### src/hdl/prf_pkg.sv
// ----------------------------------------------------------------------------
// prf_pkg: shared constants for the Pollard rho factor core
// Widths, status codes and saturation limits.
// ----------------------------------------------------------------------------
`default_nettype none
package prf_pkg;
    localparam int NUM_WIDTH = 32;
    localparam int CNT_WIDTH = $clog2(NUM_WIDTH + 1);
    localparam logic [1:0] STATUS_PROPER  = 2'd0;
    localparam logic [1:0] STATUS_TRIVIAL = 2'd1;
    localparam logic [1:0] STATUS_INVALID = 2'd2;
    localparam logic [31:0] STEP_MAX = 32'hFFFF_FFFF;
    localparam logic [32:0] ROUND_MAX = 33'h1_FFFF_FFFF;

    typedef logic [NUM_WIDTH-1:0] num_t;
    typedef logic [CNT_WIDTH-1:0] cnt_t;
endpackage
`default_nettype wire

### src/hdl/prf_modunit.sv
// ----------------------------------------------------------------------------
// prf_modunit: bit-serial modular unit
// Computes (a*b + 1) mod m, or b mod m (with a = 1 and no +1), one bit per cycle.
// Operand a must be below m, or equal to it; b may take any value.
// ----------------------------------------------------------------------------
`default_nettype none
module prf_modunit (
    input  wire                 clk,
    input  wire                 rst_n,
    input  wire                 go,
    input  wire prf_pkg::num_t  a,
    input  wire prf_pkg::num_t  b,
    input  wire prf_pkg::num_t  m,
    input  wire                 add_one,
    output logic                done,
    output prf_pkg::num_t       result
);
    import prf_pkg::*;

    // Horner over multiplier bits, MSB first: acc = 2*acc + bit*a (mod m)
    logic               busy_reg, busy_next;
    cnt_t               cnt_reg, cnt_next;
    logic [NUM_WIDTH:0] acc_reg, acc_next;
    num_t               a_reg, b_reg, m_reg;
    logic               one_reg;
    logic               done_reg, done_next;

    logic [NUM_WIDTH+1:0] dbl;
    logic [NUM_WIDTH+1:0] s1;
    logic [NUM_WIDTH+1:0] s2;
    logic [NUM_WIDTH+1:0] mx;

    always_comb
    begin
        mx  = {2'b00, m_reg};
        dbl = {acc_reg, 1'b0};
        s1  = (dbl >= mx) ? dbl - mx : dbl;
        s2  = s1 + (b_reg[NUM_WIDTH-1] ? {2'b00, a_reg} : '0);
        if (s2 >= mx)
        begin
            s2 = s2 - mx;
        end
    end

    always_comb
    begin
        busy_next = busy_reg;
        cnt_next  = cnt_reg;
        acc_next  = acc_reg;
        done_next = 1'b0;
        if (go && !busy_reg)
        begin
            busy_next = 1'b1;
            cnt_next  = cnt_t'(NUM_WIDTH);
            acc_next  = '0;
        end
        else if (busy_reg)
        begin
            if (cnt_reg == '0)
            begin
                // final +1 step
                busy_next = 1'b0;
                done_next = 1'b1;
                if (one_reg)
                begin
                    acc_next = acc_reg + 1'b1;
                    if (acc_next >= {1'b0, m_reg})
                    begin
                        acc_next = acc_next - {1'b0, m_reg};
                    end
                end
            end
            else
            begin
                acc_next = s2[NUM_WIDTH:0];
                cnt_next = cnt_reg - 1'b1;
            end
        end
    end

    always_ff @(posedge clk or negedge rst_n)
    begin
        if (!rst_n)
        begin
            busy_reg <= 1'b0;
            cnt_reg  <= '0;
            done_reg <= 1'b0;
        end
        else
        begin
            busy_reg <= busy_next;
            cnt_reg  <= cnt_next;
            done_reg <= done_next;
        end
    end

    // hold operands; shift multiplier left one bit a cycle
    always_ff @(posedge clk)
    begin
        acc_reg <= acc_next;
        if (go && !busy_reg)
        begin
            a_reg   <= a;
            b_reg   <= b;
            m_reg   <= m;
            one_reg <= add_one;
        end
        else if (busy_reg && cnt_reg != '0)
        begin
            b_reg <= {b_reg[NUM_WIDTH-2:0], 1'b0};
        end
    end

    assign done   = done_reg;
    assign result = acc_reg[NUM_WIDTH-1:0];

    property p_done_one;
        @(posedge clk) disable iff (!rst_n) done_reg |-> !busy_reg;
    endproperty
    a_done_one: assert property (p_done_one) else $error("done while busy");
    a_res_lt_m: assert property (@(posedge clk) disable iff (!rst_n)
        done_reg |-> (acc_reg < {1'b0, m_reg})) else $error("result not reduced");
    a_go_idle: assert property (@(posedge clk) disable iff (!rst_n)
        (go && !busy_reg) |=> busy_reg) else $error("start lost");
endmodule
`default_nettype wire

### src/hdl/pollard_rho_factor_core.sv
// ----------------------------------------------------------------------------
// pollard_rho_factor_core: Pollard rho factor search, Brent cycle detection
// Walks x <- x*x+1 mod n and runs Euclid at every step on a shared
// bit-serial modular unit.
// ----------------------------------------------------------------------------
//  channel | ports                   | transfer
//  input   | start, number           | start && !busy
//  result  | done, factor/status/steps| done high for one cycle
//
//  Each walk step costs one square plus one modular reduction per Euclid
//  iteration and a final gcd test; the total per item is data dependent,
//  roughly sqrt(smallest factor) steps.
//  Inputs below two skip the walk and go straight to the output state. Reset clears control only.
//  The receiver cannot stall: the result is presented once.
// ----------------------------------------------------------------------------
`default_nettype none
module pollard_rho_factor_core (
    input  wire                 clk,
    input  wire                 rst_n,
    input  wire                 start,
    input  wire prf_pkg::num_t  number,
    output logic                busy,
    output logic                done,
    output prf_pkg::num_t       factor,
    output logic [1:0]          status,
    output logic [31:0]         steps
);
    import prf_pkg::*;

    localparam logic [2:0] ST_IDLE = 3'd0;
    localparam logic [2:0] ST_SQ   = 3'd1;
    localparam logic [2:0] ST_GCD  = 3'd2;
    localparam logic [2:0] ST_WAIT = 3'd3;
    localparam logic [2:0] ST_OUT  = 3'd4;

    logic [2:0]  state_reg;
    num_t        n_reg, x_reg, y_reg, gl_reg, gr_reg;
    logic [32:0] rlen_reg, rstep_reg;
    logic [31:0] tot_reg;
    logic        done_reg;
    logic        go_reg;
    logic        sq_mode_reg;
    num_t        fac_reg;
    logic [1:0]  st_reg;

    logic        mu_done;
    num_t        mu_res;
    num_t        mu_a, mu_b;
    num_t        diff;

    // square x, or reduce gcd_left by gcd_right with the multiplier bits
    assign mu_a = sq_mode_reg ? x_reg : num_t'(1);
    assign mu_b = sq_mode_reg ? x_reg : gl_reg;

    prf_modunit u_mod (
        .clk(clk), .rst_n(rst_n), .go(go_reg), .a(mu_a), .b(mu_b),
        .m(sq_mode_reg ? n_reg : gr_reg), .add_one(sq_mode_reg),
        .done(mu_done), .result(mu_res)
    );

    assign diff = (mu_res >= y_reg) ? mu_res - y_reg : y_reg - mu_res;

    // sequence the walk and the Euclid loop
    always_ff @(posedge clk or negedge rst_n)
    begin
        if (!rst_n)
        begin
            state_reg <= ST_IDLE;
            done_reg  <= 1'b0;
            go_reg    <= 1'b0;
        end
        else
        begin
            done_reg <= 1'b0;
            go_reg   <= 1'b0;
            case (state_reg)
                ST_IDLE:
                begin
                    if (start)
                    begin
                        if (number < num_t'(2))
                        begin
                            state_reg <= ST_OUT;
                        end
                        else
                        begin
                            go_reg    <= 1'b1;
                            state_reg <= ST_SQ;
                        end
                    end
                end
                ST_SQ:
                begin
                    if (mu_done)
                    begin
                        state_reg <= ST_GCD;
                    end
                end
                ST_GCD:
                begin
                    if (gr_reg == '0)
                    begin
                        if (gl_reg != num_t'(1))
                        begin
                            state_reg <= ST_OUT;
                        end
                        else
                        begin
                            go_reg    <= 1'b1;
                            state_reg <= ST_SQ;
                        end
                    end
                    else
                    begin
                        go_reg    <= 1'b1;
                        state_reg <= ST_WAIT;
                    end
                end
                ST_WAIT:
                begin
                    if (mu_done)
                    begin
                        state_reg <= ST_GCD;
                    end
                end
                ST_OUT:
                begin
                    done_reg  <= 1'b1;
                    state_reg <= ST_IDLE;
                end
                default:
                begin
                    state_reg <= ST_IDLE;
                end
            endcase
        end
    end

    // datapath
    always_ff @(posedge clk)
    begin
        case (state_reg)
            ST_IDLE:
            begin
                if (start)
                begin
                    sq_mode_reg <= 1'b1;
                    fac_reg     <= number;
                    st_reg      <= STATUS_INVALID;
                    tot_reg     <= '0;
                    if (number >= num_t'(2))
                    begin
                        n_reg     <= number;
                        x_reg     <= num_t'(2);
                        y_reg     <= num_t'(2);
                        rlen_reg  <= 33'd2;
                        rstep_reg <= '0;
                    end
                end
            end
            ST_SQ:
            begin
                if (mu_done)
                begin
                    x_reg  <= mu_res;
                    gl_reg <= diff;
                    gr_reg <= n_reg;
                    if (tot_reg != STEP_MAX)
                    begin
                        tot_reg <= tot_reg + 1'b1;
                    end
                    if (rstep_reg + 1'b1 >= rlen_reg)
                    begin
                        rstep_reg <= '0;
                        rlen_reg  <= (rlen_reg > (ROUND_MAX >> 1)) ? ROUND_MAX
                                                                  : {rlen_reg[31:0], 1'b0};
                        y_reg     <= mu_res;
                    end
                    else
                    begin
                        rstep_reg <= rstep_reg + 1'b1;
                    end
                    sq_mode_reg <= 1'b0;
                end
            end
            ST_GCD:
            begin
                if (gr_reg == '0)
                begin
                    fac_reg     <= gl_reg;
                    st_reg      <= (gl_reg == n_reg) ? STATUS_TRIVIAL : STATUS_PROPER;
                    sq_mode_reg <= 1'b1;
                end
            end
            ST_WAIT:
            begin
                if (mu_done)
                begin
                    gl_reg <= gr_reg;
                    gr_reg <= mu_res;
                end
            end
            default:
            begin
            end
        endcase
    end

    assign busy   = (state_reg != ST_IDLE);
    assign done   = done_reg;
    assign factor = fac_reg;
    assign status = st_reg;
    assign steps  = tot_reg;

    a_done_idle: assert property (@(posedge clk) disable iff (!rst_n)
        done_reg |-> state_reg == ST_IDLE) else $error("done outside idle");
    a_out_done: assert property (@(posedge clk) disable iff (!rst_n)
        state_reg == ST_OUT |=> done_reg) else $error("result dropped");
    a_status: assert property (@(posedge clk) disable iff (!rst_n)
        done_reg |-> st_reg != 2'd3) else $error("bad status");
endmodule
`default_nettype wire
### config.mk
export PLATFORM = sky130hd
export DESIGN_NAME = pollard_rho_factor_core
export DESIGN_NICKNAME = d
export VERILOG_FILES = /design/src/hdl/prf_pkg.sv /design/src/hdl/prf_modunit.sv /design/src/hdl/pollard_rho_factor_core.sv
export SDC_FILE = /design/constraint.sdc
export NUM_CORES = 1
export LEC_CHECK = 0
export BUFFER_PORTS_ARGS = -buffer_cell sky130_fd_sc_hd__buf_2
export CORE_UTILIZATION = 40
export DETAILED_ROUTE_END_ITERATION = 10
export HOLD_SLACK_MARGIN = 0.08
export PLACE_DENSITY_LB_ADDON = 0.15
export SYNTH_ARGS = -nofsm -noshare
export SYNTH_HDL_FRONTEND = slang
export SYNTH_HIERARCHICAL = 1
export SYNTH_SLANG_ARGS = --single-unit
### constraint.sdc
create_clock -name clk -period 11.6 [get_ports clk]
set_input_delay 0.58 -clock clk [delete_from_list [all_inputs] [get_ports clk]]
set_output_delay 0.58 -clock clk [all_outputs]
set_load 0.02 [all_outputs]
# After elaboration in Yosys (flattened, before gate mapping)
# Cells that the tools add are included.
dict set report word_totals {
  out_inout_bits 68
  regBits 436
  input_bits 35
  wordCells 152
}
dict set report classes {
  n_lt_le_gt_ge 8
  eq_ne 17
  n_addsub 10
  reduce_logical 25
  n_mux 70
}
# op count
set ops {}
lappend ops {{32-bit 2-to-1 mux} 19}
lappend ops {{33-bit 2-to-1 mux} 13}
lappend ops {{32-bit case mux with 2 select lines} 6}
lappend ops {{33-bit case mux with 2 select lines} 2}
lappend ops {{34-bit by 32-bit >= comparator with 1-bit output} 2}
lappend ops {{33-bit by 1-bit adder with 33-bit output, second input constant} 2}
lappend ops {{33-bit by 32-bit subtractor with 33-bit output} 2}
lappend ops {{32-bit subtractor} 2}
lappend ops {{34-bit by 32-bit adder with 34-bit output} 1}
lappend ops {{34-bit 2-to-1 mux} 1}
lappend ops {{34-bit by 32-bit subtractor with 34-bit output} 1}
lappend ops {{33-bit by 32-bit >= comparator with 1-bit output} 1}
lappend ops {{33-bit >= comparator} 1}
lappend ops {{33-bit by 32-bit greater-than comparator with 1-bit output, second input constant} 1}
lappend ops {{32-bit by 1-bit adder with 32-bit output, second input constant} 1}
lappend ops {{32-bit == test} 1}
lappend ops {{32-bit by 2-bit >= comparator with 1-bit output, second input constant} 1}
lappend ops {{32-bit >= comparator} 1}
lappend ops {{32-bit logical NOT} 1}
lappend ops {{32-bit by 2-bit less-than comparator with 1-bit output, second input constant} 1}
lappend ops {{32-bit by 1-bit inequality test with 1-bit output, second input constant} 1}
lappend ops {{32-bit inequality test, second input constant} 1}
lappend ops {{6-bit 2-to-1 mux} 3}
lappend ops {{1-bit 2-to-1 mux} 15}
lappend ops {{other kinds (24)} 50}

# Longest topological paths before layout
dict set report logic_depth {
  depth_word 6
  mapped_depth 37
  ltp_nobuf 34
}

# Modules after synthesis
# Netlist, hierarchy kept.
# mod seq_area_each_um2 area_each_um2 cells_per_inst instances
set modules_own_cells {}
lappend modules_own_cells {pollard_rho_factor_core 8923.6 17804.6 1670 1}
lappend modules_own_cells {prf_modunit 3773.6 13815.8 1689 1}

# Least setup slack after synthesis
# No wires, ideal clock.
dict set report synth_path {
  path_kind {reg-to-reg}
  startpoint {register state_reg[0]}
  endpoint {register rlen_reg[0], enable pin}
  arrival_time_ps 7370
  setup_ps 430
  path_slack_ps 3800
  path_stages_with_launch 7
  synth_period_minus_slack_ps 7800
  t_required_ps 11170
  n_path_buf 1
  cell_sequence {dfrtp_1 > clkbuf_1 > nor3_1 > inv_1 > nor3_1 > nor3_1 > and2_1}
}
dict set report synth_between {
  elab_chain_cells 3
  elab_cells_between_ends 8
  classes_between {eq/ne (5); reduce/logical (3)}
}
# item line_no
set synth_rtl {}
lappend synth_rtl {{start, declared} pollard_rho_factor_core.sv:36} ;# logic [2:0] state_reg;
lappend synth_rtl {{start signal, assigned} pollard_rho_factor_core.sv:68} ;# state_reg <= ST_IDLE;
lappend synth_rtl {{start signal, assigned} pollard_rho_factor_core.sv:83} ;# state_reg <= ST_OUT;
lappend synth_rtl {{start signal, assigned} pollard_rho_factor_core.sv:88} ;# state_reg <= ST_SQ;
lappend synth_rtl {{3-bit by 1-bit == test with 1-bit output or 3-bit logical NOT (tied branches)} pollard_rho_factor_core.sv:142} ;# case (state_reg)
lappend synth_rtl {{2-bit inequality test (no source line), or another cell as far along} -}
lappend synth_rtl {{5-bit AND reduction (no source line) (*)} -}
lappend synth_rtl {{end signal, assigned} pollard_rho_factor_core.sv:175} ;# rlen_reg <= (rlen_reg > (ROUND_MAX >> 1)) ? ROUND_MAX
lappend synth_rtl {{end, declared} pollard_rho_factor_core.sv:38} ;# logic [32:0] rlen_reg, rstep_reg;
# Mark *: on every way between the ends. The rest lies on a longest branch, timed or not.
# A chain may end at the register's enable or synchronous reset.

# Worst setup path in the final report
dict set report layout_path {
  startpoint {register u_mod.m_reg[0]}
  endpoint {register u_mod.acc_reg[0]}
}
dict set report layout_between {
  elab_chain_cells 6
  elab_cells_between_ends 12
  classes_between {add/sub (4); order compare (3); mux (5)}
}
# item line_no
set layout_rtl {}
lappend layout_rtl {{start, declared} prf_modunit.sv:24} ;# num_t a_reg, b_reg, m_reg;
lappend layout_rtl {{start signal, assigned} prf_modunit.sv:105} ;# m_reg <= m;
lappend layout_rtl {{34-bit by 32-bit subtractor with 34-bit output or 34-bit by 32-bit >= comparator with 1-bit output (tied branches)} prf_modunit.sv:37} ;# s1 = (dbl >= mx) ? dbl - mx : dbl;
lappend layout_rtl {{34-bit 2-to-1 mux} prf_modunit.sv:37}
lappend layout_rtl {{34-bit by 32-bit adder with 34-bit output} prf_modunit.sv:38} ;# s2 = s1 + (b_reg[NUM_WIDTH-1] ? {2'b00, a_reg} : '0);
lappend layout_rtl {{33-bit by 32-bit subtractor with 33-bit output or 34-bit by 32-bit >= comparator with 1-bit output (tied branches)} {prf_modunit.sv:41, prf_modunit.sv:39}}
lappend layout_rtl {{33-bit 2-to-1 mux} prf_modunit.sv:39} ;# if (s2 >= mx)
lappend layout_rtl {{33-bit 2-to-1 mux (*)} prf_modunit.sv:59} ;# if (cnt_reg == '0)
lappend layout_rtl {{end signal, assigned} prf_modunit.sv:100} ;# acc_reg <= acc_next;
lappend layout_rtl {{end, declared} prf_modunit.sv:23} ;# logic [NUM_WIDTH:0] acc_reg, acc_next;
# Mark *: on every way between the ends. The rest lies on a longest branch, timed or not. The select of a mux whose other input is x is not followed.

==> results.json <==
{
  "ant_nets": 0,
  "coreArea_um2": 77800,
  "timing.final.ws_setup_ns": 2.34,
  "antenna_found_initial": 0,
  "vias": 25000,
  "cpLargestDelayFamily": "compound AO/OA/AOI/OAI gates",
  "worstPathArrival_ns": 9.74,
  "wirelength_um": 95200,
  "grt_pass1_wl_um": 144000,
  "fin_crit_ns": 9.26,
  "clock-skew-final_ns": 0.0710,
  "rsz0062_at_grt": "false",
  "synth_ff_type": "edfxtp_1",
  "area_growth_pct": 9.48,
  "grt.met2_usage_pct": 38.3,
  "yosysUniqueCellTypes": 104,
  "die_x_um": 283,
  "p_per_area_nw_per_um2": 97.0,
  "drc": 0,
  "power_uw": 3360,
  "gp_congestion": 0.957,
  "p_leak_uw": 0.0133,
  "max_slew_margin_pct": 25.5,
  "die_h_um": 283,
  "start_kind": "flip-flop",
  "drv_cap": 0,
  "worstHoldPathType": "primary input to flip-flop",
  "io_buffers": 102,
  "crit_path_end_kind": "flip-flop",
  "critPathRequiredTime_ns": 12.08,
  "wl_per_cell_um": 21.3,
  "grt_pass1_vias": 24100,
  "first_pass_iters": 6,
  "path_clk_slew_ns": 0.06,
  "syn_avg_cell_area_um2": 9.41,
  "hold_viol_final": 0,
  "async_reset_ff_share_pct": 2.98,
  "crit_type": "flip-flop to flip-flop",
  "clkSinkCount": 436,
  "fin_crit_sh_pct": 79.8,
  "tns_ns": 0,
  "max_stage_delay_ns": 0.55,
  "drive_above_1_share_pct": 11.6,
  "cts-root-buf": "clkbuf_16",
  "nets": 3659,
  "critPathMaxFanout": 53,
  "dp_slack_ns": 2.51,
  "hold_slack_ns": 0.141,
  "grt_use_met3_pct": 2.38,
  "cts_tree": "done",
  "slew_viol_final": 0,
  "post-route-util_pct": 44.5,
  "dp_hpwl_um": 73600,
  "first_iter_violations": 2047,
  "setup_viol": 0,
  "syn_nets": 3629,
  "htreeDepth": 2,
  "syn_area_um2": 31600,
  "cp_slowest_cell": "a311oi_1",
  "cts_buffers": 50,
  "synth-edff-count": 390,
  "dieArea_um2": 80200,
  "vias_per_cell": 5.59,
  "row_count": 102,
  "start_util_pct": 40.6,
  "grt-ovfl-total": 0,
  "synth_cells": 3359,
  "grt_busiest_layer": "met2",
  "grt_max_degree": 99,
  "use_met1_pct": 32.0,
  "outcome": "finished, final reports clean",
  "worstMarginPinSlew_ns": 1.11,
  "insertion_delay_ns": 0.64,
  "crit_path_frequent_cell": "a21o_1",
  "vdd_drop_max_mv": 0.111,
  "ys_ff_latch": 436,
  "fmax_mhz": 108,
  "num_io_pins": 103,
  "crit_buf_inv": 2,
  "yosys_warnings": 6,
  "grtUsageTotal_pct": 23.1,
  "yosysSeqAreaShare_pct": 40.2,
  "diodes": 0,
  "cts_buffer_depth": 3
}
[kinds of logic (layout without fill, tap and decap cells)]
group / Yosys count / in the layout / share of synthesized area, %
multiplexers: 113 / 113 / 3.98
adder cells (fa/ha/maj): 235 / 235 / 9.44
buffers and inverters: 355 / 423 / 4.97
flip-flops: 436 / 436 / 40.2
AO/OA/AOI/OAI: 876 / 876 / 17.9
AND/OR/NAND/NOR: 1091 / 1091 / 16.5
XOR/XNOR: 253 / 253 / 7.09
[routing by layer]
layer	share of wire (%)	wire length, µm
met1	46	44000
met2	47	44300
met4	2.3	2180
met3	5.0	4770
met5	0	0
[layout make-up]
| cell class | count | area [µm²] |
|---|---|---|
| Fill cell | 7640 | 43200 |
| Multi-Input combinational cell | 2568 | 17400 |
| Sequential cell | 436 | 12700 |
| Tap cell | 1040 | 1300 |
| Clock buffer | 61 | 1290 |
| Timing Repair Buffer | 139 | 791 |
| Inverter | 194 | 732 |
| Clock inverter | 29 | 390 |
[Yosys cell counts (all sizes together), types with 25 or more instances]
master,instances,area [µm²]
o211ai,38,365
a21oi,301,1540
o21ai,213,1070
nand3,68,355
a21o,93,698
dfxtp,33,661
edfxtp,390,11700
nand4,56,350
ha,229,2870
o21a,25,189
o21bai,29,218
mux2,99,1110
and3,37,231
xor2,102,901
nor2,258,968
nand2,365,1370
xnor2,151,1340
inv,192,721
a211oi,33,253
buf,91,581
clkbuf,70,264
nor4,36,231
nor3,55,280
nor2b,49,307
a31oi,27,181
and2,80,503
nand2b,27,169
[placed cells by master, fill, tap and decap left out, types with 11 or more instances in the layout]
cell and instances:
o21bai_1 29, xnor2_1 150, xor2_1 101, buf_2 102
buf_4 36, mux2_2 99, and4_1 11, and3_1 37
nor2_1 254, dfrtp_1 13, mux2i_1 13, nand2_1 363
o21ai_0 182, o211ai_1 22, ha_1 229, and2_1 78
nor3_1 51, a21o_1 93, o21ai_1 29, nor2b_1 49
nand3_1 65, o21a_1 24, nand2b_1 26, a211oi_1 32
clkbuf_1 11, o211ai_2 16, a31oi_1 25, dfxtp_1 33
nor4_1 35, clkbuf_16 50, edfxtp_1 390, inv_1 191
nand4_1 56, or3_1 21, a21oi_1 291
[worst register-to-register path: cells and delay by family (launching register included)]
family	cells	cell delay, ns
simple gates	5	1.29
fa+ha+maj	3	1.18
buf+inv	2	0.59
xor+xnor	1	0.19
flops	1	0.43
compound gates	21	5.42
[through the flow]
stage                     area [µm²]  instances
final                          34600       4467
after global routing           34600       4467
after CTS                      34600       4467
after detailed placement       32900       4376
after global placement         32900       4376
after floorplan                31600       3359
[final timing paths]
path | cells past startpoint | slack [ns] | start | to
min reg2reg | 1 | 0.48 | u_mod/cnt_reg[4] | u_mod/cnt_reg[4]
max reg2reg | 32 | 2.34 | u_mod/m_reg[0] | u_mod/acc_reg[0]
max | 32 | 2.34 | u_mod/m_reg[0] | u_mod/acc_reg[0]
max in group asynchronous | 2 | 10.80 | rst_n | done
min | 1 | 0.14 | number[10] | n_reg[10]
min in group asynchronous | 2 | 0.47 | rst_n | u_mod/cnt_reg[3]
[what timing repair did]
item                                   CTS  global route
hold buffers                             1             0
endpoints found under the hold margin   13             0
gates resized for setup                  0             0
setup buffers                            0             0
[power breakdown]
| part | switching (µW) | leakage [µW] | internal, µW |
|---|---|---|---|
| registers | 0 | 0.00392 | 1690 |
| logic | 9.81 | 0.00861 | 8.65 |
| clock network | 694 | 0.000814 | 955 |
Note: power is estimated with default switching activity, not from simulation.
